$ cat src/sv/bis_fifo.sv
`timescale 1ns / 1ps
// ----------------------------------------------------------------------------
// bis_fifo
// Short request queue between front and back end.
// ----------------------------------------------------------------------------
module bis_fifo #(
  parameter int WIDTH = 64,
  parameter int DEPTH = 4
) (
  input  logic             clk,
  input  logic             rst_n,
  input  logic             push,
  input  logic [WIDTH-1:0] push_data,
  input  logic             pop,
  output logic [WIDTH-1:0] head,
  output logic             empty,
  output logic             full
);

  localparam int AW = (DEPTH > 1) ? $clog2(DEPTH) : 1;

  logic [WIDTH-1:0] buf_r [DEPTH];
  logic [AW-1:0]    wp_r, rp_r;
  logic [AW:0]      cnt_r;

  assign empty = (cnt_r == '0);
  assign full  = (cnt_r == (AW+1)'(DEPTH));
  assign head  = buf_r[rp_r];

  always_ff @(posedge clk) begin
    if (!rst_n) begin
      wp_r  <= '0;
      rp_r  <= '0;
      cnt_r <= '0;
    end else begin
      if (push) begin
        wp_r <= (wp_r == AW'(DEPTH - 1)) ? '0 : wp_r + 1'b1;
      end
      if (pop) begin
        rp_r <= (rp_r == AW'(DEPTH - 1)) ? '0 : rp_r + 1'b1;
      end
      if (push && !pop) begin
        cnt_r <= cnt_r + 1'b1;
      end else if (pop && !push) begin
        cnt_r <= cnt_r - 1'b1;
      end
    end
  end

  always_ff @(posedge clk) begin
    if (push) begin
      buf_r[wp_r] <= push_data;
    end
  end

endmodule

$ cat config.mk
export PLATFORM = sky130hd
export DESIGN_NAME = bis_fifo
export DESIGN_NICKNAME = d
export VERILOG_FILES = /design/src/sv/bis_fifo.sv
export SDC_FILE = /design/constraint.sdc
export NUM_CORES = 1
export LEC_CHECK = 0
export ABC_AREA = 1
export BUFFER_PORTS_ARGS = -buffer_cell sky130_fd_sc_hd__buf_2
export CAP_MARGIN = 20
export CORE_AREA = 4 4 134 136
export DETAILED_ROUTE_END_ITERATION = 6
export DIE_AREA = 0 0 138 140
export PLACE_DENSITY = 0.89
export SETUP_SLACK_MARGIN = 0.1
export SYNTH_ARGS = -nofsm -noshare
export SYNTH_HDL_FRONTEND = slang
export SYNTH_SLANG_ARGS = --single-unit
$ cat constraint.sdc
create_clock -name clk -period 3.5 [get_ports clk]
set_input_delay 0.7 -clock clk [delete_from_list [all_inputs] [get_ports clk]]
set_output_delay 0.7 -clock clk [all_outputs]
set_load 0.02 [all_outputs]
==> impl_metrics.json <==
{
  "outcome": "finished, final reports clean",
  "synth_seq_cells": 265,
  "hold_viol": 0,
  "yosys.cell_types.count": 22,
  "grt_pass1_wl_um": 32100,
  "cp_slowest_cell": "inv_2",
  "routedWlPerCell_um": 19.5,
  "cts_tree": "built",
  "synth_edf_count": 256,
  "ys_seq_area_share_pct": 79.0,
  "rr_worst_depth": 5,
  "cts_buffers": 26,
  "critPathRequiredTime_ns": 2.80,
  "drt-initial-drc-count": 476,
  "timing.fmax_mhz": 350,
  "cp_data_arrival_time_ns": 2.15,
  "worst-path-buf-inv": 3,
  "grt_pass1_vias": 6203,
  "setup_viol": 0,
  "cts_resized": 0,
  "routed_wl_um": 20500,
  "power.leakage_uw": 0.00412,
  "reg2reg_from": "wp_r[1]",
  "cts_max_level": 1,
  "post_cts_buffers": 0,
  "ctsRootBufferMaster": "clkbuf_16",
  "min_to": "buf_r[1][19]",
  "place_congestion": 0.793,
  "critPathKind": "reg2out",
  "crit_chain": "inv_2, buf_4, o21ai_1, o22ai_1, buf_2",
  "max_stage_delay_ns": 0.45,
  "overflow": 0,
  "startpoint_type": "flop",
  "whs_path_depth": 1,
  "maxCapViolations": 0,
  "hp-start": "push_data[19]",
  "finalCriticalPeriod_ns": 2.85,
  "placed_cells": 1006,
  "cp_max_fo": 35,
  "skew_ns": 0.00776,
  "slew_violations": 0,
  "row_count": 48,
  "syn_nets": 753,
  "hold_buffers": 0,
  "avgSynthCellArea_um2": 14.7,
  "dp_hpwl_um": 11500,
  "synth_ff_type": "edfxtp_1",
  "area_growth_syn_to_layout_pct": 16.8,
  "fin_cells": 1053,
  "r2r_slack_ns": 1.62,
  "synth_cells": 678,
  "fin_nets": 884,
  "die_x_um": 138,
  "cts_num_sinks": 265,
  "drive_gt1_share_pct": 22.7,
  "grt_start_max_net_pins": 129,
  "setup_tns_ns": 0,
  "maxSlewHeadroom_pct": 51.7,
  "crit_family": "buffers and inverters",
  "die_y_um": 140,
  "clk_pin_slew_worst_paths_ns": 0.06,
  "drc": 0,
  "min_path_type": "in2reg",
  "viasPerCell": 5.72,
  "tightestPinTransition_ns": 0.724,
  "clock_latency_ns": 0.51,
  "syn_area_um2": 9960,
  "powerDensity_nw_per_um2": 616,
  "fp.dieArea_um2": 19300,
  "portBuffers": 133,
  "track_usage_pct": 20.9,
  "cts_buffer_depth": 3,
  "peakVddDrop_uv": 472,
  "grt_setup_unrepaired": "false",
  "r2r_end": "buf_r[1][55]",
  "via_count": 6028,
  "start_util_pct": 58.8,
  "yosysWarnings": 0,
  "period_share_pct": 81.5,
  "synthArstFlopShare_pct": 0,
  "hold-worst-slack_ns": 0.400,
  "dr.pass1.iters": 5,
  "ant_nets": 0,
  "critPathCaptureType": "primary output",
  "boundaryPins": 134,
  "core_region_area_um2": 16900,
  "antenna_found_initial": 4
}
-- state kept, by name, summed over array words and instances (netlist names), named ones only --
signal and cells:
buf_r 256, wp_r 2, rp_r 2, cnt_r 3
-- per-stage QoR --
stage	power [uW]	setup slack, ns	cell area [um2]	util, %
after global routing	7410	0.531	11600	68.7
after detailed placement	4500	1.15	10800	63.7
after floorplan	4210	1.10	9960	-
final	7160	0.646	11600	68.7
after global placement	4470	1.21	10800	63.7
after CTS	7200	0.616	11600	68.7
-- cells by family (layout without fill, tap and decap cells) --
group           after synthesis  count (layout)  synth area share (%)
compound gates              198             198                  10.8
flops                       265             265                  79.0
other cells                   0               1                     0
xor+xnor                      1               1                0.0880
fa+ha+maj                     7               7                 0.955
simple gates                150             150                  5.74
buf+inv                      57             206                  3.47
-- where the power goes --
part	total (uW)	internal [uW]	switching (uW)	leakage, uW
Clock	2730	1650	1080	0.000407
Sequential	3660	3620	38.6	0.00243
Combinational	774	233	541	0.00129
Total	7160	5510	1660	0.00412
-- cell usage after synthesis, types with 3 or more instances --
cell,n,area [um2]
o21ai_1,56,280
clkbuf_1,14,52.6
o21ai_0,75,375
edfxtp_1,256,7690
buf_4,3,22.5
dfxtp_1,9,180
o22ai_1,64,400
inv_1,14,52.6
buf_6,14,158
nand2_1,8,30.0
ha_1,6,75.1
a21oi_1,3,15.0
buf_2,7,35.0
nor2_1,136,510
clkbuf_2,3,15.0
nor3_1,4,20.0
-- final cells by class --
type	count	area, um2
clock inverter	11	131
tap	225	282
sequential	265	7870
antenna	1	2.50
timing repair buffer	144	823
fill	1112	5300
clock buffer	35	716
multi-input combinational	356	1750
inverter	16	62.6
-- placed cells by master, fill, tap and decap left out, types with 2 or more instances in the layout --
cell type / count
buf_12: 6
clkinv_1: 3
ha_1: 6
o21ai_0: 75
o22ai_1: 64
clkbuf_16: 27
nand2_1: 8
a21oi_1: 3
clkinv_2: 3
nor3_1: 4
buf_2: 133
clkbuf_1: 7
buf_4: 5
edfxtp_1: 256
inv_1: 10
clkinvlp_4: 2
nor2_1: 136
o21ai_1: 56
inv_2: 5
bufinv_16: 3
dfxtp_1: 7
-- worst reg2reg max path, cell delays in order (launching register included) --
cell and delay (ns):
dfxtp_1 0.33, inv_1 0.10, ha_1 0.16, nand2_1 0.08, inv_2 0.52, buf_12 0.34
-- how the worst max path moves through the flow --
| stage | startpoint | to | depth (start not counted) |
|---|---|---|---|
| after floorplan | push | buf_r[3][0] | 2 |
| after global placement | flop | head[52] | 5 |
| after detailed placement | flop | head[52] | 5 |
| after CTS | flop | head[19] | 4 |
| after global routing | flop | head[19] | 4 |
| final | flop | head[52] | 5 |
-- per-layer routing --
| layer | vias up | part of all wire [%] | GRT usage (%) |
|---|---|---|---|
| met1 | 2914 | 39 | 25.9 |
| met2 | 253 | 50 | 35.9 |
| li1 | 2810 | - | - |
| met4 | 6 | 2.4 | 7.70 |
| met3 | 45 | 8.0 | 5.53 |
| met5 | - | 0.14 | 0 |
Power figures use the tool's default switching activity.
