==> src/sv/bis_pkg.sv <==
`timescale 1ns / 1ps
// ----------------------------------------------------------------------------
// bis_pkg
// Shared types and codes of the bilinear image scaler.
// ----------------------------------------------------------------------------
package bis_pkg;

  // configuration register indexes
  localparam logic [2:0] CFG_SRC_ORIGIN_X = 3'd0;
  localparam logic [2:0] CFG_SRC_ORIGIN_Y = 3'd1;
  localparam logic [2:0] CFG_SRC_SPAN_X   = 3'd2;
  localparam logic [2:0] CFG_SRC_SPAN_Y   = 3'd3;
  localparam logic [2:0] CFG_DST_SPAN_X   = 3'd4;
  localparam logic [2:0] CFG_DST_SPAN_Y   = 3'd5;
  localparam logic [2:0] CFG_CHANNEL_MODE = 3'd6;

  // request kinds
  localparam logic MODE_LOAD  = 1'b0;
  localparam logic MODE_QUERY = 1'b1;

  // channel modes
  localparam logic [1:0] CH_ONE   = 2'd0;
  localparam logic [1:0] CH_THREE = 2'd1;

  localparam int COORD_W = 10;
  localparam int SPAN_W  = 8;
  localparam int PIX_W   = 32;

  typedef struct packed {
    logic [7:0] src_origin_x;
    logic [7:0] src_origin_y;
    logic [7:0] src_span_x;
    logic [7:0] src_span_y;
    logic [9:0] dst_span_x;
    logic [9:0] dst_span_y;
    logic [1:0] channel_mode;
  } cfg_t;

endpackage

==> src/sv/bis_stepdiv.sv <==
`timescale 1ns / 1ps
// ----------------------------------------------------------------------------
// bis_stepdiv
// Restoring divider for the per-axis step: (span << FRAC_BITS) / den.
// One quotient bit per cycle; a zero divisor gives a zero step.
// ----------------------------------------------------------------------------
module bis_stepdiv #(
  parameter int FRAC_BITS = 12
) (
  input  logic                            clk,
  input  logic                            rst_n,
  input  logic                            start,
  input  logic [bis_pkg::SPAN_W-1:0]      span,
  input  logic [bis_pkg::COORD_W-1:0]     den,
  output logic                            busy,
  output logic [bis_pkg::SPAN_W+FRAC_BITS-1:0] quot
);

  localparam int NW = bis_pkg::SPAN_W + FRAC_BITS;
  localparam int CW = $clog2(NW + 1);
  localparam int DW = bis_pkg::COORD_W;

  logic [NW-1:0] num_r;
  logic [DW-1:0] rem_r;
  logic [DW-1:0] den_r;
  logic [CW-1:0] cnt_r;
  logic [DW:0]   trial;
  logic          fits;

  assign trial = {rem_r, num_r[NW-1]};
  assign fits  = (trial >= {1'b0, den_r});

  always_ff @(posedge clk) begin
    if (!rst_n) begin
      cnt_r <= '0;
    end else if (start) begin
      cnt_r <= CW'(NW);
    end else if (cnt_r != '0) begin
      cnt_r <= cnt_r - 1'b1;
    end
  end

  always_ff @(posedge clk) begin
    if (start) begin
      num_r <= {span, {FRAC_BITS{1'b0}}};
      rem_r <= '0;
      den_r <= den;
    end else if (cnt_r != '0) begin
      num_r <= {num_r[NW-2:0], fits};
      rem_r <= fits ? DW'(trial - {1'b0, den_r}) : trial[DW-1:0];
    end
  end

  assign busy = (cnt_r != '0);
  assign quot = (den_r == '0) ? '0 : num_r;

endmodule

==> config.mk <==
export PLATFORM = sky130hd
export DESIGN_NAME = bis_stepdiv
export DESIGN_NICKNAME = d
export VERILOG_FILES = /design/src/sv/bis_pkg.sv /design/src/sv/bis_stepdiv.sv
export SDC_FILE = /design/constraint.sdc
export NUM_CORES = 1
export LEC_CHECK = 0
export BUFFER_PORTS_ARGS = -buffer_cell sky130_fd_sc_hd__clkbuf_2
export CAP_MARGIN = 20
export CORE_UTILIZATION = 58
export CTS_BUF_LIST = sky130_fd_sc_hd__clkbuf_4
export DETAILED_ROUTE_END_ITERATION = 8
export GPL_TIMING_DRIVEN = 1
export HOLD_SLACK_MARGIN = 0.1
export PLACE_DENSITY_LB_ADDON = 0.25
export SETUP_SLACK_MARGIN = 0.4
export SLEW_MARGIN = 20
export SYNTH_ARGS = -nofsm -noshare
export SYNTH_HDL_FRONTEND = slang
export SYNTH_SLANG_ARGS = --single-unit
==> constraint.sdc <==
create_clock -name clk -period 2.6 [get_ports clk]
set_input_delay 0.52 -clock clk [delete_from_list [all_inputs] [get_ports clk]]
set_output_delay 0.52 -clock clk [all_outputs]
set_load 0.05 [all_outputs]
==> summary.md <==
Total congestion overflow: 0. The complex-gate fraction of the synthesized area works out to 0.214. The final number of max-transition violations was 0; the clock latency of the later-clocked register in the worst-skew pair was 0.36 ns.

The run gives 2760 µm² as the placed cell area. Buffer depth of the longest clock path: 2. Detailed routing inserted a total of 2,270 vias. The peak supply drop came out at 0.533 mV.

Post-synthesis adder-cell area fraction: 0.0626. When the netlist entered floorplanning its net count stood at 313. For the total number of H-tree levels, the log shows 2. After detailed routing, the total wire length is 6220 µm. The basic-gate share of the synthesized area counting and, or, nand and nor cells is 0.219, and the detail-routed net length per standard cell is 16.3 µm. The gate count after technology mapping was 280; the multi-input combinational cell area was 1410 µm². TritonCTS built the clock tree.

The total clock buffers created by CTS is 5. The clock transition time at the flip-flop clock pins of the worst setup and hold paths is 0.13 ns, and the post-synthesis register bit count is 45. STA puts the critical path data arrival time at 1.90 ns.

At the end of the flow, the number of nets in the layout was 363. The run finished with clean final reports. The share of async-settable or async-resettable flops after synthesis works out to 0. The run gives 0 as the final setup violation count. The largest total area in the synthesized netlist belongs to dfxtp_1. The initial standard-cell utilization of the core is 0.616, and the flip-flop and latch area is 1080 µm². The number of antenna violations at the first check in global routing is 0. The final worst-path cycle share is 0.929.

Yosys mapped a number of flops with a built-in enable equal to 18. For the max-cap violation count, the log shows 0. The share of the synthesized netlist area taken by xor and xnor gates works out to 0.0139. In this run the standard cell core region covers 4090 µm². After filler insertion, the fill cell instance count of the layout stands at 254.

The worst setup path is captured at an output pin. The largest net degree at the start of global routing is 33, and the count of pins on the block boundary is 42. Synthesis instantiated 54 different standard cells from the library. The tightest min-delay check is of the in -> reg type.

Averaged over all synthesized cells, the footprint is 9.00 µm². Slew of the pin with the lowest slew margin: 0.330 ns. The floorplan step set the die height to 67.9 µm.

Ranked by total cell area, the synthesized netlist is headed by dfxtp_1, edfxtp_1, nand2_1. Adding up every negative setup slack in the final design gives 0 ns. The final cell utilization of the core was 0.790. For this block, the initial DRC count from the detailed router was 230. The first detailed-routing pass ran for 4 iterations. For this run, the number of Yosys warnings is 0.

The buffer type at the clock tree root was clkbuf_4. The tools report the total global-route track usage as 0.274. The maximum fanout count along the critical path was 19; the count of nets left with antenna violations after detail routing was 0. The minimum clock period after layout came out at 2.42 ns. The clock sink count was 45. Power spread over the standard cell area amounts to 889 nW/µm². Static timing analysis puts the maximum clock frequency at 414 MHz. The critical setup path kind was reg -> out. The die covers 4610 µm². The run gives 0 as the DRC violation count after routing. The average vias per placed instance came out at 5.96. The worst setup path is launched from a register. The placer congestion estimate was 0.936. The run gives 0 as the antenna diode count. The total chip power was 2.87 mW.

The tightest slew margin relative to the limit was 0.778; the design area was 3230 µm². Setup repair after global routing could not meet its margin everywhere. The mux share of post-synthesis cell area was 0.00397; the share of the yosys chip area belonging to registers was 0.429. The area share of the leading cell type in the synthesized netlist is 0.215, and the layout cell share with drive strength beyond 1 is 0.287. The count of input and output buffers is 41.

The detailed placement HPWL came out at 3750 µm. The initialized floorplan defines 23 standard-cell rows. First-pass GRT wire length: 9250 µm.

The most used flip-flop cell after synthesis is dfxtp_1. The logs give 0 for the total count of hold-check failures in the final report and 2.08 ns for the required time of the critical path. Compared with the post-synthesis result, the final layout area differs by 28.1%.

The synthesized netlist occupies a cell area of 2520 µm². The run gives 2,097 as the via count of the first global-routing pass. In this run the static leakage power is 1.33 nW. In this run the horizontal extent of the chip is 67.9 µm. On the final layout, the worst clock skew is 0.00986 ns. By area, the combinational part of the netlist is dominated by simple AND/OR/NAND/NOR gates.
==> state kept, by name, indices dropped and copies added (netlist names) <==
signal / cells
num_r: 20
den_r: 10
rem_r: 10
cnt_r: 5
==> what timing repair did <==
action	CTS	global route
hold buffers	0	0
buffers inserted	6	1
cloned	1	1
pin swaps	4	7
endpoints found under the hold margin	0	0
resized for setup	54	18
endpoints found under the setup margin	21	31
==> layout by cell type, fill, tap and decap left out, types with 3 or more instances in the layout <==
cell	instances
a211oi_1	3
o21ai_0	18
ha_4	4
buf_4	10
a21o_1	4
a21oi_1	20
clkbuf_8	19
ha_1	7
nand3_1	3
clkbuf_2	21
or3_1	3
inv_2	5
a31oi_1	3
nand2_1	45
xnor2_1	3
nor4_1	5
inv_1	15
clkbuf_4	5
buf_6	3
nor2_1	15
edfxtp_1	18
nor3_1	3
a211oi_2	3
and2_1	21
dfxtp_1	25
==> Yosys cell counts, drive strengths merged (3+ instances only) <==
library cell and instances:
inv 20, nor3 3, o21ai 19, nor4 6, and2 21, or3 4
nand2 45, ha 11, xnor2 3, a31oi 3, clkbuf 6, nor2 17
a21o 4, a211oi 8, nand3 4, a21oi 20, edfxtp 18, dfxtp 27
buf 7
==> per-layer routing <==
layer / global-route usage / vias to the layer above / part of all wire / routed length (µm)
met5: 0 / - / 0 / 0
met2: 0.467 / 96 / 0.50 / 3090
li1: - / 1099 / - / -
met4: 0.0729 / 0 / 0.015 / 95
met3: 0.0617 / 10 / 0.057 / 357
met1: 0.347 / 1065 / 0.43 / 2680
==> metrics by stage <==
stage	setup slack, ns	hold slack, ns	instances
floorplan	0.554	0.440	280
finish	0.184	0.325	381
global placement	0.400	0.450	364
detailed placement	0.396	0.455	364
global route	0.121	0.307	381
CTS	0.185	0.322	379
==> worst max-delay path: stages, from the launching register on <==
cell and delay, ns:
edfxtp_1 0.47, nor4_4 0.38, nand3_1 0.15, buf_6 0.18, and2_1 0.18, clkbuf_8 0.18
==> final timing paths <==
| path | to | depth (start not counted) | start | slack (ns) |
|---|---|---|---|---|
| worst max-delay path | quot[7] | 5 | den_r[1]$_DFFE_PP_ | 0.18 |
| worst min-delay path | den_r[2]$_DFFE_PP_ | 1 | den[2] | 0.33 |
| worst max register to register | rem_r[4]$_SDFFE_PP0N_ | 7 | den_r[8]$_DFFE_PP_ | 0.49 |
| worst min register to register | num_r[9]$_SDFFE_PP0N_ | 2 | num_r[9]$_SDFFE_PP0N_ | 0.47 |
==> area by class of cell <==
cell class | instances | share of cell area
well taps | 50 | 0.0194
repair buffers | 55 | 0.157
multi-input cells | 202 | 0.437
clock inverters | 3 | 0.0124
repair inverters | 1 | 0.00194
inverters | 20 | 0.0256
clock buffers | 5 | 0.0116
flip-flops and latches | 45 | 0.336
==> where the power goes <==
group          internal, mW  switching, mW  total (mW)  leakage (nW)
Sequential            0.858          0.110       0.968         0.407
Clock                 0.201          0.221       0.422        0.0458
Combinational         0.633          0.847        1.48         0.876
Total                  1.69           1.18        2.87          1.33
==> logic make-up after synthesis <==
family	count (synthesis)
adder cells (fa/ha/maj)	12
buffers and inverters	33
AO/OA/AOI/OAI	75
multiplexers	1
AND/OR/NAND/NOR	110
XOR/XNOR	4
flip-flops	45
(Power assumes the default switching activity.)
