$ cat src/sv/bis_pkg.sv
`timescale 1ns / 1ps
// ----------------------------------------------------------------------------
// bis_pkg
// Shared types and codes of the bilinear image scaler.
// ----------------------------------------------------------------------------
package bis_pkg;

  // configuration register indexes
  localparam logic [2:0] CFG_SRC_ORIGIN_X = 3'd0;
  localparam logic [2:0] CFG_SRC_ORIGIN_Y = 3'd1;
  localparam logic [2:0] CFG_SRC_SPAN_X   = 3'd2;
  localparam logic [2:0] CFG_SRC_SPAN_Y   = 3'd3;
  localparam logic [2:0] CFG_DST_SPAN_X   = 3'd4;
  localparam logic [2:0] CFG_DST_SPAN_Y   = 3'd5;
  localparam logic [2:0] CFG_CHANNEL_MODE = 3'd6;

  // request kinds
  localparam logic MODE_LOAD  = 1'b0;
  localparam logic MODE_QUERY = 1'b1;

  // channel modes
  localparam logic [1:0] CH_ONE   = 2'd0;
  localparam logic [1:0] CH_THREE = 2'd1;

  localparam int COORD_W = 10;
  localparam int SPAN_W  = 8;
  localparam int PIX_W   = 32;

  typedef struct packed {
    logic [7:0] src_origin_x;
    logic [7:0] src_origin_y;
    logic [7:0] src_span_x;
    logic [7:0] src_span_y;
    logic [9:0] dst_span_x;
    logic [9:0] dst_span_y;
    logic [1:0] channel_mode;
  } cfg_t;

endpackage

$ cat src/sv/bis_front.sv
`timescale 1ns / 1ps
// ----------------------------------------------------------------------------
// bis_front
// Accepts requests, clamps query coordinates, forms the fixed-point source
// positions (coordinate times step), one request per cycle barring stalls.
// ----------------------------------------------------------------------------
module bis_front #(
  parameter int FRAC_BITS = 12
) (
  input  logic                   clk,
  input  logic                   rst_n,
  input  bis_pkg::cfg_t          cfg,
  input  logic                   step_busy,
  input  logic [bis_pkg::SPAN_W+FRAC_BITS-1:0] step_x,
  input  logic [bis_pkg::SPAN_W+FRAC_BITS-1:0] step_y,
  input  logic                   in_tvalid,
  output logic                   in_tready,
  input  logic                   in_tuser,
  input  logic [55:0]            in_tdata,
  output logic                   push,
  output logic [2*(bis_pkg::COORD_W+bis_pkg::SPAN_W+FRAC_BITS)+53-1:0] push_data,
  input  logic                   q_full
);

  localparam int CWD = bis_pkg::COORD_W;
  localparam int PW  = CWD + bis_pkg::SPAN_W + FRAC_BITS;

  logic [CWD-1:0] cx, cy, qx, qy;
  logic [31:0]    pix;
  logic           f_valid_r, f_valid_nxt;
  logic           f_mode_r;
  logic [CWD-1:0] f_cx_r, f_cy_r;
  logic [31:0]    f_pix_r;
  logic [PW-1:0]  f_px_r, f_py_r;

  assign cx  = in_tdata[9:0];
  assign cy  = in_tdata[19:10];
  assign pix = in_tdata[51:20];
  assign qx  = (cx > cfg.dst_span_x) ? cfg.dst_span_x : cx;
  assign qy  = (cy > cfg.dst_span_y) ? cfg.dst_span_y : cy;

  assign push      = f_valid_r && !q_full;
  assign in_tready = !step_busy && (!f_valid_r || !q_full);

  always_comb begin
    f_valid_nxt = f_valid_r;
    if (push) begin
      f_valid_nxt = 1'b0;
    end
    if (in_tvalid && in_tready) begin
      f_valid_nxt = 1'b1;
    end
  end

  always_ff @(posedge clk) begin
    if (!rst_n) begin
      f_valid_r <= 1'b0;
    end else begin
      f_valid_r <= f_valid_nxt;
    end
  end

  always_ff @(posedge clk) begin
    if (in_tvalid && in_tready) begin
      f_mode_r <= in_tuser;
      f_cx_r   <= cx;
      f_cy_r   <= cy;
      f_pix_r  <= pix;
      f_px_r   <= PW'(qx * step_x);
      f_py_r   <= PW'(qy * step_y);
    end
  end

  // lowest up: mode, cx, cy, pixel, px, py
  assign push_data = {f_py_r, f_px_r, f_pix_r, f_cy_r, f_cx_r, f_mode_r};

endmodule

$ cat config.mk
export PLATFORM = sky130hd
export DESIGN_NAME = bis_front
export DESIGN_NICKNAME = d
export VERILOG_FILES = /design/src/sv/bis_pkg.sv /design/src/sv/bis_front.sv
export SDC_FILE = /design/constraint.sdc
export NUM_CORES = 1
export LEC_CHECK = 0
export ABC_AREA = 1
export BUFFER_PORTS_ARGS = -buffer_cell sky130_fd_sc_hd__buf_2
export CAP_MARGIN = 20
export CORE_ASPECT_RATIO = 1.25
export CORE_MARGIN = 3
export CORE_UTILIZATION = 45
export DETAILED_ROUTE_END_ITERATION = 8
export GPL_ROUTABILITY_DRIVEN = 0
export MAX_ROUTING_LAYER = met4
export PLACE_DENSITY = 0.73
export SYNTH_ARGS = -nofsm -noshare
export SYNTH_HDL_FRONTEND = slang
export SYNTH_SLANG_ARGS = --single-unit
export TNS_END_PERCENT = 10
$ cat constraint.sdc
create_clock -name clk -period 12.8 [get_ports clk]
set_clock_uncertainty 0.15 [all_clocks]
set_input_delay 1.92 -clock clk [delete_from_list [all_inputs] [get_ports clk]]
set_output_delay 1.92 -clock clk [all_outputs]
set_load 0.1 [all_outputs]
==> results of run 1 <==
[layout make-up]
| type | count | share of cell area [%] |
|---|---|---|
| Clock inverter | 15 | 0.5342 |
| Sequential cell | 114 | 16.56 |
| Antenna cell | 4 | 0.04857 |
| Clock buffer | 17 | 2.064 |
| Timing Repair Buffer | 234 | 5.707 |
| Inverter | 545 | 9.926 |
| Tap cell | 546 | 3.315 |
| Multi-Input combinational cell | 1532 | 61.84 |
[cell usage in the layout, fill, tap and decap left out, types with 6 or more instances in the layout]
master / synthesis / layout
inv_1: 545 / 545
nand2_1: 393 / 393
fa_1: 284 / 284
nand3_1: 265 / 265
nor2_1: 257 / 257
buf_2: 15 / 232
ha_1: 150 / 150
edfxtp_1: 113 / 113
a21oi_1: 39 / 39
xor2_1: 24 / 24
nand2_2: 21 / 21
nor2_2: 20 / 20
clkbuf_16: 0 / 17
nand4_1: 13 / 13
nand3_4: 11 / 11
xnor2_1: 10 / 10
nand2_4: 8 / 8
nand3_2: 7 / 7
clkinvlp_4: 0 / 6
[worst paths after layout]
path / start / endpoint
worst max-delay path: cfg[17] / f_px_r[27]
worst min-delay path: f_valid_r / f_valid_r
worst max register to register: f_valid_r / f_cx_r[4]
worst min register to register: f_valid_r / f_valid_r
[per-stage QoR]
stage	setup WS [ps]	util, %	std cells	hold WS, ps	instance area [sq um]
global placement	4084	49.63	2971	551.1	20060
floorplan	1662	-	2238	412.6	18550
CTS	4429	50.96	3003	561.2	20600
detailed placement	3946	49.63	2971	546.9	20060
global route	3964	50.98	3007	608.2	20610
finish	4365	50.98	3007	534.6	20610
[cells by family (layout without fill, tap and decap cells)]
logic type | count (synthesis) | in the layout | share of synthesized area [%]
buf+inv | 592 | 811 | 12.90
flops | 114 | 114 | 18.40
other cells | 0 | 4 | 0
compound gates | 50 | 50 | 1.450
fa+ha+maj | 434 | 434 | 40.77
simple gates | 1014 | 1014 | 24.87
xor+xnor | 34 | 34 | 1.606
[worst max-delay path: stages]
cell and delay, ps:
buf_2 80, inv_1 70, ha_1 300, nand2_1 80, nor2_2 160, nand4_2 600, nand3_1 960, nand3_1 190
fa_1 530, inv_1 50, fa_1 500, inv_1 60, fa_1 540, inv_1 50, fa_1 480, inv_1 50
fa_1 480, inv_1 40, ha_1 380, nand2_1 120, nor2_1 250, nand3_1 110, nand3_1 170, nand2_1 90
nand3_1 90, nand2_1 80
[cells in the mapped netlist]
master | count | area, sq um
o22ai_1 | 1 | 6.260
edfxtp_1 | 113 | 3393
buf_2 | 15 | 75.07
and2_1 | 5 | 31.28
or2_2 | 2 | 12.51
clkbuf_1 | 1 | 3.750
nor3_1 | 5 | 25.02
nor3b_1 | 1 | 7.510
buf_6 | 16 | 180.2
o21bai_1 | 4 | 30.03
a21oi_1 | 39 | 195.2
nand2_4 | 8 | 90.09
nor2_4 | 2 | 22.52
o21ai_0 | 3 | 15.01
xor2_1 | 24 | 210.2
dfxtp_1 | 1 | 20.02
inv_1 | 545 | 2046
nand3b_2 | 1 | 11.26
nand4_2 | 2 | 25.02
nand2_2 | 21 | 131.4
nand4_1 | 13 | 81.33
nand3_2 | 7 | 70.07
buf_1 | 10 | 37.54
buf_4 | 4 | 30.03
ha_1 | 150 | 1877
fa_1 | 284 | 5685
nand3_1 | 265 | 1326
buf_12 | 1 | 20.02
nor2_1 | 257 | 964.7
a21o_1 | 3 | 22.52
nor2_2 | 20 | 125.1
xnor2_1 | 10 | 87.58
nand2_1 | 393 | 1475
nand3_4 | 11 | 192.7
nand3b_4 | 1 | 20.02
[state kept, by name, indices dropped and copies added, names as in the netlist]
signal,flops
f_mode_r,1
f_px_r,30
f_cx_r,10
f_cy_r,10
f_valid_r,1
f_py_r,30
f_pix_r,32
[per-layer routing]
metal / up-vias / share of wire, % / wire length, um / GRT usage, %
met3: 189 / 7.2 / 3485 / 4.355
met1: 7452 / 36 / 17440 / 24.91
met4: 0 / 4.7 / 2271 / 11.68
met5: - / 0 / 0 / -
met2: 700 / 52 / 25000 / 42.07
li1: 7228 / - / - / -
==> metrics, run 1 <==
status=finished, final reports clean; fillers=3873; Synthesized Nets=2828; CP Data Arrival Time=8460 ps; residual DRC count=0; largest net degree at the start of global routing=60; number of routed nets with antenna violations=0; Tot GR Track Use=23.49%; hold path depth=4; fin crit period=8435 ps; deepest clock path buffer count=2; num rows=82; Hold Buf Count CTS=0; FF-to-FF setup slack=10900 ps; setup violators final=0; CTS clk-pin slew, worst paths=60 ps; Final TNS setup=0 ps; initial antenna violation count=4; Reg2Reg Depth=4; Max Clk Rate=0.1185 GHz; WL final=48200 um; Slew HR=36.30%; first-pass GRT wire length=79470 um; critical setup path kind=in -> reg; routed vias/inst=5.178; Post-CTS Setup Inserts=0; Crit. End Element=register; die area=43700 sq um; initial DRC count=1128; TritonRoute pass-1 iters=7; buffers added on ports=232; Final Hold Vio Count=0; Crit Path Max Fanout=20; Cell Area, Synth=18550 sq um; Num CTS Buffers=17; clock latency on the worst-skew pair=440 ps; cell count after synthesis=2238; post_cts resized=0; Distinct cells, synth=35; FF/Latch Area=3413 sq um; Syn Area/Cell=8.287 sq um; unrepaired setup endpoints after global routing=false; core area=40420 sq um; CTS sink count=114; boundary pin count=271; type of the worst min-delay path=reg -> reg; Max Slew Vio Count=0; layout cells sized above 1=13.84%; synthesis-stage register bit count=114; starting density of the core=45.88%; via count=15570; Ys Warns=0; WP data required=12820 ps; Die X=187.6 um; footprint of the multi-input gates=12750 sq um; WL/cell=16.03 um; synth-to-layout area growth=11.12%; Seq/Total Area, Yosys=18.40%; CTS tree=yes; vias in the first global route=16680; Startpoint Class=primary input; Root Buffer Master=clkbuf_16; H-tree depth=4; post-DP HPWL=40100 um; # Max-Cap Violations=0; nets=3034; Die Height=233.0 um; Slew @ Worst Pin=952.8 ps; period utilization=65.90%; Congestion Overflow GR=0
Power of run 1 is left out: the tool's default activity adds up to more than one toggle a clock period on the data nets, which glitch-free logic cannot reach.
==> run 2: changes to the inputs <==
--- a/config.mk
+++ b/config.mk
@@ -5,7 +5,7 @@
 export SDC_FILE = /design/constraint.sdc
 export NUM_CORES = 1
 export LEC_CHECK = 0
-export ABC_AREA = 1
+export ABC_AREA = 0
 export BUFFER_PORTS_ARGS = -buffer_cell sky130_fd_sc_hd__buf_2
 export CAP_MARGIN = 20
 export CORE_ASPECT_RATIO = 1.25
@@ -14,7 +14,7 @@
 export DETAILED_ROUTE_END_ITERATION = 8
 export GPL_ROUTABILITY_DRIVEN = 0
 export MAX_ROUTING_LAYER = met4
-export PLACE_DENSITY = 0.73
+export PLACE_DENSITY = 0.76
 export SYNTH_ARGS = -nofsm -noshare
 export SYNTH_HDL_FRONTEND = slang
 export SYNTH_SLANG_ARGS = --single-unit
==> constraint.sdc (replaced) <==
create_clock -name clk -period 7.5 [get_ports clk]
set_clock_uncertainty 0.15 [all_clocks]
set_input_delay 1.125 -clock clk [delete_from_list [all_inputs] [get_ports clk]]
set_output_delay 1.125 -clock clk [all_outputs]
set_load 0.1 [all_outputs]
==> run 2 against run 1 <==
  * Routed wire length shrank 9.2%
  * Die area is 6.4% lower
  * Via count decreased by 12%
==> metrics, run 2 <==
status=finished, final reports clean; core area=37660 sq um; layout cells sized above 1=26.47%; most frequent cells in the layout=inv_1 (314), fa_1 (283), buf_2 (224); starting density of the core=46.03%; type of the worst min-delay path=reg -> reg; Synth area leaders=fa_1 (33%), edfxtp_1 (20%), ha_1 (11%); WP data required=7500 ps; WL final=43760 um; Die X=181.5 um; cell count after synthesis=1743; Post-synth ARST share=0%; first-pass GRT wire length=69170 um; period utilization=99.07%; critical setup path kind=in -> reg; Seq/Total Area, Yosys=19.69%; fin crit period=7430 ps; nets=2697; TritonRoute pass-1 iters=7; Synthesized Nets=2333; vias in the first global route=14660; Congestion Overflow GR=0; clock latency on the worst-skew pair=420 ps; CTS clk-pin slew, worst paths=60 ps; Cell Area, Synth=17330 sq um; number of synthesized flops with an enable pin=113; num rows=79; largest net degree at the start of global routing=68; Biggest register=f_pix_r; Ys Warns=0; synth-to-layout area growth=23.45%; Root Buffer Master=clkbuf_16; Startpoint Class=primary input; number of routed nets with antenna violations=0; residual DRC count=0; top cell type by total area after synthesis=fa_1; synthesis-stage register bit count=114; WL/cell=16.78 um; via count=13630; worst hold margin=383.9 ps; setup violators final=0; post-DP HPWL=34750 um; Largest register FFs=32; biggest registers after layout=f_pix_r x32, f_px_r x30, f_py_r x30; boundary pin count=271; Syn Area/Cell=9.945 sq um; Crit. End Element=register; Die Height=225.4 um; Max Slew Vio Count=0; Final Hold Vio Count=0; Commonest cells post-synth=inv_1 (322), fa_1 (284), nand2_1 (206); CTS sink count=114; Max Clk Rate=0.1346 GHz; initial antenna violation count=3; most common cell after layout, fill and taps aside=inv_1; Hold Buf Count CTS=0; Main synth FF type=edfxtp_1; Tot GR Track Use=21.53%; most frequent cell after synthesis=inv_1; Distinct cells, synth=70; H-tree depth=4; Slew @ Worst Pin=867.0 ps; Slew HR=42.20%; initial DRC count=637; buffers added on ports=232; Crit Path Max Fanout=6; CP Data Arrival Time=7430 ps; deepest clock path buffer count=2; Num CTS Buffers=17; unrepaired setup endpoints after global routing=true; routed vias/inst=5.225; top cell type's share of synthesized area=32.80%; # Max-Cap Violations=0; CTS tree=yes; die area=40930 sq um
## run 2: changes by cell type in the layout (fill, tap and decap cells not counted), moves of 21 or more
cell and delta:
nand3_1 -255, nor2_1 -237, inv_1 -231, nand2_1 -187, buf_4 +185, nor2b_1 +101
and2_1 +94, a21o_1 +39, nand2_2 -21, nand2b_1 +21
## run 2: cell families (layout without fill, tap and decap cells)
family / Yosys count / after routing / synth area share, %
compound gates: 193 / 193 / 7.312
xor+xnor: 49 / 49 / 2.476
fa+ha+maj: 434 / 434 / 43.63
buf+inv: 415 / 789 / 9.766
flops: 114 / 114 / 19.69
mux: 21 / 23 / 1.465
other cells: 0 / 3 / 0
simple gates: 517 / 517 / 15.66
## run 2: repair_timing
item                       in CTS  in global routing
pin swaps                       0                 31
setup endpoints to repair       1                 28
setup buffers                   0                 22
resized for setup               2                104
cloned                          0                  3
## run 2: critical path: stages
cell	delay [ps]
buf_8	80
inv_4	30
ha_4	260
nand4_1	160
nor2_4	160
a21oi_2	60
o211a_1	140
a31oi_4	280
buf_12	170
mux2_4	360
and2_4	180
fa_1	550
inv_2	50
fa_1	530
inv_1	50
fa_1	490
fa_1	580
inv_2	50
fa_1	510
inv_2	50
ha_4	250
and2_4	140
and3_4	130
a221o_1	400
a211oi_4	340
o21ai_1	130
xor2_1	200
## run 2: area by class of cell
| class | count | area, sq um |
|---|---|---|
| well taps | 486 | 608.1 |
| flip-flops and latches | 114 | 3413 |
| diodes | 3 | 7.507 |
| multi-input cells | 1216 | 12670 |
| inverters | 322 | 1214 |
| clock buffers | 20 | 436.7 |
| repair buffers | 436 | 2915 |
| fillers | 3155 | 16260 |
| clock inverters | 11 | 138.9 |
## run 2: path summary, 6_finish.rpt
| path | cells past startpoint | slack [ps] | end | from |
|---|---|---|---|---|
| setup reg to reg | 3 | 5030 | f_cx_r[2] | f_valid_r |
| hold reg to reg | 2 | 380 | f_valid_r | f_valid_r |
| setup / recovery | 27 | 70 | f_px_r[23] | cfg[17] |
| hold / removal | 2 | 380 | f_valid_r | f_valid_r |
## run 2: metal layers
metal	wire (um)	up-vias	track usage, %
met5	0	-	-
met4	1665	0	9.169
met3	2168	126	3.261
met2	23950	433	39.45
met1	15970	6872	23.09
li1	-	6197	-
## run 2: stage by stage
step	util, %	setup TNS [ps]	instance area, sq um	worst slack (ps)	std cells
after floorplan	-	0	17330	12.30	1743
after global placement	53.33	-5033	20080	-315.9	2549
after detailed placement	53.33	-8020	20080	-420.2	2549
after CTS	54.87	0	20660	30.86	2580
after global routing	56.82	-720.9	21400	-84.67	2608
final	56.82	0	21400	69.85	2608
Power of run 2 is left out for the same reason.
==> run 3: changes to the inputs <==
--- a/config.mk
+++ b/config.mk
@@ -8,7 +8,7 @@
 export ABC_AREA = 0
 export BUFFER_PORTS_ARGS = -buffer_cell sky130_fd_sc_hd__buf_2
 export CAP_MARGIN = 20
-export CORE_ASPECT_RATIO = 1.25
+export CORE_ASPECT_RATIO = 0.8
 export CORE_MARGIN = 3
 export CORE_UTILIZATION = 45
 export DETAILED_ROUTE_END_ITERATION = 8
==> run 3 against run 2 <==
  * Non-clock buffer count down 11
  * Core utilization increased by 0.13 points
  * Via count is 1.1% higher
  * First-iteration DRC count is 53% higher
  * Sequential share of layout area barely moved
  * Global-route usage rose by 1.2 points
  * Flip-flop and latch count unchanged
  * Die area unchanged
  * Critical path depth is the same
  * Clock-buffer cell count down 2
  * Fmax decreased by 0.49%
==> metrics, run 3 (synthesis gave the netlist of run 2 again) <==
Final Hold Vio Count=0; Worst Setup EP=f_px_r[27]; r2r endpoint=f_py_r[21]; unrepaired setup endpoints after global routing=true; critical setup path kind=in -> reg; WP data required=7530 ps; CTS sink count=114; Largest register FFs=32; die area=40930 sq um; fin crit period=7467 ps; Final Worst Setup Slack=32.90 ps; core area=37520 sq um; H-tree depth=4; layout cells sized above 1=26.61%; largest net degree at the start of global routing=69; synth-to-layout area growth=23.29%; RR Startpoint=f_valid_r; routed vias/inst=5.300; Tot GR Track Use=22.77%; most frequent cell on the critical path=fa_1; Num CTS Buffers=17; Slew @ Worst Pin=996.2 ps; Crit path largest cell delay=570 ps; Biggest register=f_pix_r; deepest clock path buffer count=2; most common cell after layout, fill and taps aside=inv_1; TritonRoute pass-1 iters=5; Placed Cells=2548; Startpoint Class=primary input; CTS tree=yes; FF-to-FF setup slack=4930 ps; post-route cell area=21370 sq um; num rows=63; biggest registers after layout=f_pix_r x32, f_px_r x30, f_py_r x30; Crit Path Max Fanout=6; Congestion Overflow GR=0; worst hold margin=387.9 ps; CP startpoint=in_tdata[4]; boundary pin count=271; pre-CTS WS=-499.2 ps; Crit. End Element=register; status=finished, final reports clean; clock latency on the worst-skew pair=450 ps; via count=13780; placed cell area=20020 sq um; initial antenna violation count=1; setup violators final=0; Die X=225.4 um; # Max-Cap Violations=0; WL/cell=17.79 um; buffers added on ports=232; Root Buffer Master=clkbuf_16; number of routed nets with antenna violations=0; Die Height=181.5 um; CP max stage cell=fa_1; Non-Filler Instances=2599; CP Data Arrival Time=7500 ps; type of the worst min-delay path=reg -> reg; Max Slew Vio Count=0; Reg2Reg Depth=3; vias in the first global route=14370; Hold Buf Count CTS=0; Antenna Cells=0; Slew HR=33.59%; Max Clk Rate=0.1339 GHz; WL final=46240 um; post-DP HPWL=35520 um; most frequent cells in the layout=inv_1 (322), fa_1 (282), buf_2 (233); starting density of the core=46.20%; period utilization=99.56%; CTS clk-pin slew, worst paths=60 ps; nets=2689; initial DRC count=972; first-pass GRT wire length=71260 um; residual DRC count=0
run 3: cell count changes in the layout (fill, tap and decap cells not counted), sizes merged:
cell,previous run,this run
buf,435,425
bufinv,3,4
clkbuf,21,18
clkinv,4,7
clkinvlp,4,2
diode,3,0
inv,322,323
mux2,16,19
run 3: worst min path at each step:
stage	start	endpoint	slack (ps)	depth (start not counted)
after floorplan	f_valid_r	f_valid_r	340	2
after global placement	f_valid_r	f_valid_r	360	2
after detailed placement	f_valid_r	f_valid_r	380	2
after CTS	f_valid_r	f_valid_r	390	2
after global routing	f_valid_r	f_valid_r	430	2
final	f_valid_r	f_valid_r	390	2
run 3: timing repair:
action,4_1_cts,5_1_grt
pin swaps,0,29
cloned,0,8
endpoints found under the hold margin,0,0
endpoints found under the setup margin,4,28
resized for setup,2,117
buffers inserted,1,10
run 3: per-stage QoR:
stage / setup TNS, ps / util [%]
after detailed placement: -10490 / 53.36
final: 0 / 56.96
after CTS: 0 / 55.05
after global placement: -7503 / 53.36
after global routing: -1805 / 56.96
after floorplan: 0 / -
run 3: worst max-delay path, delay by kind of cell:
| kind | cells | cell delay (ps) |
|---|---|---|
| AOI/OAI and AO/OA | 9 | 1610 |
| adders and majority gates | 7 | 3120 |
| buffers and inverters | 6 | 780 |
| muxes | 2 | 470 |
| and+or+nand+nor | 3 | 400 |
run 3: layout make-up:
cell class	count	area, sq um
Timing Repair Buffer	425	2710
Clock inverter	14	187.7
Tap cell	487	609.3
Clock buffer	18	429.2
Multi-Input combinational cell	1219	12810
Fill cell	3146	16150
Inverter	322	1209
Sequential cell	114	3413
run 3: metal layers:
layer	global-route usage [%]	part of all wire, %	wire length, um
met4	7.317	2.8	1287
met3	3.459	7.1	3305
met5	-	0	0
met1	29.74	42	19390
met2	36.74	48	22260
Power of run 3 is left out for the same reason.
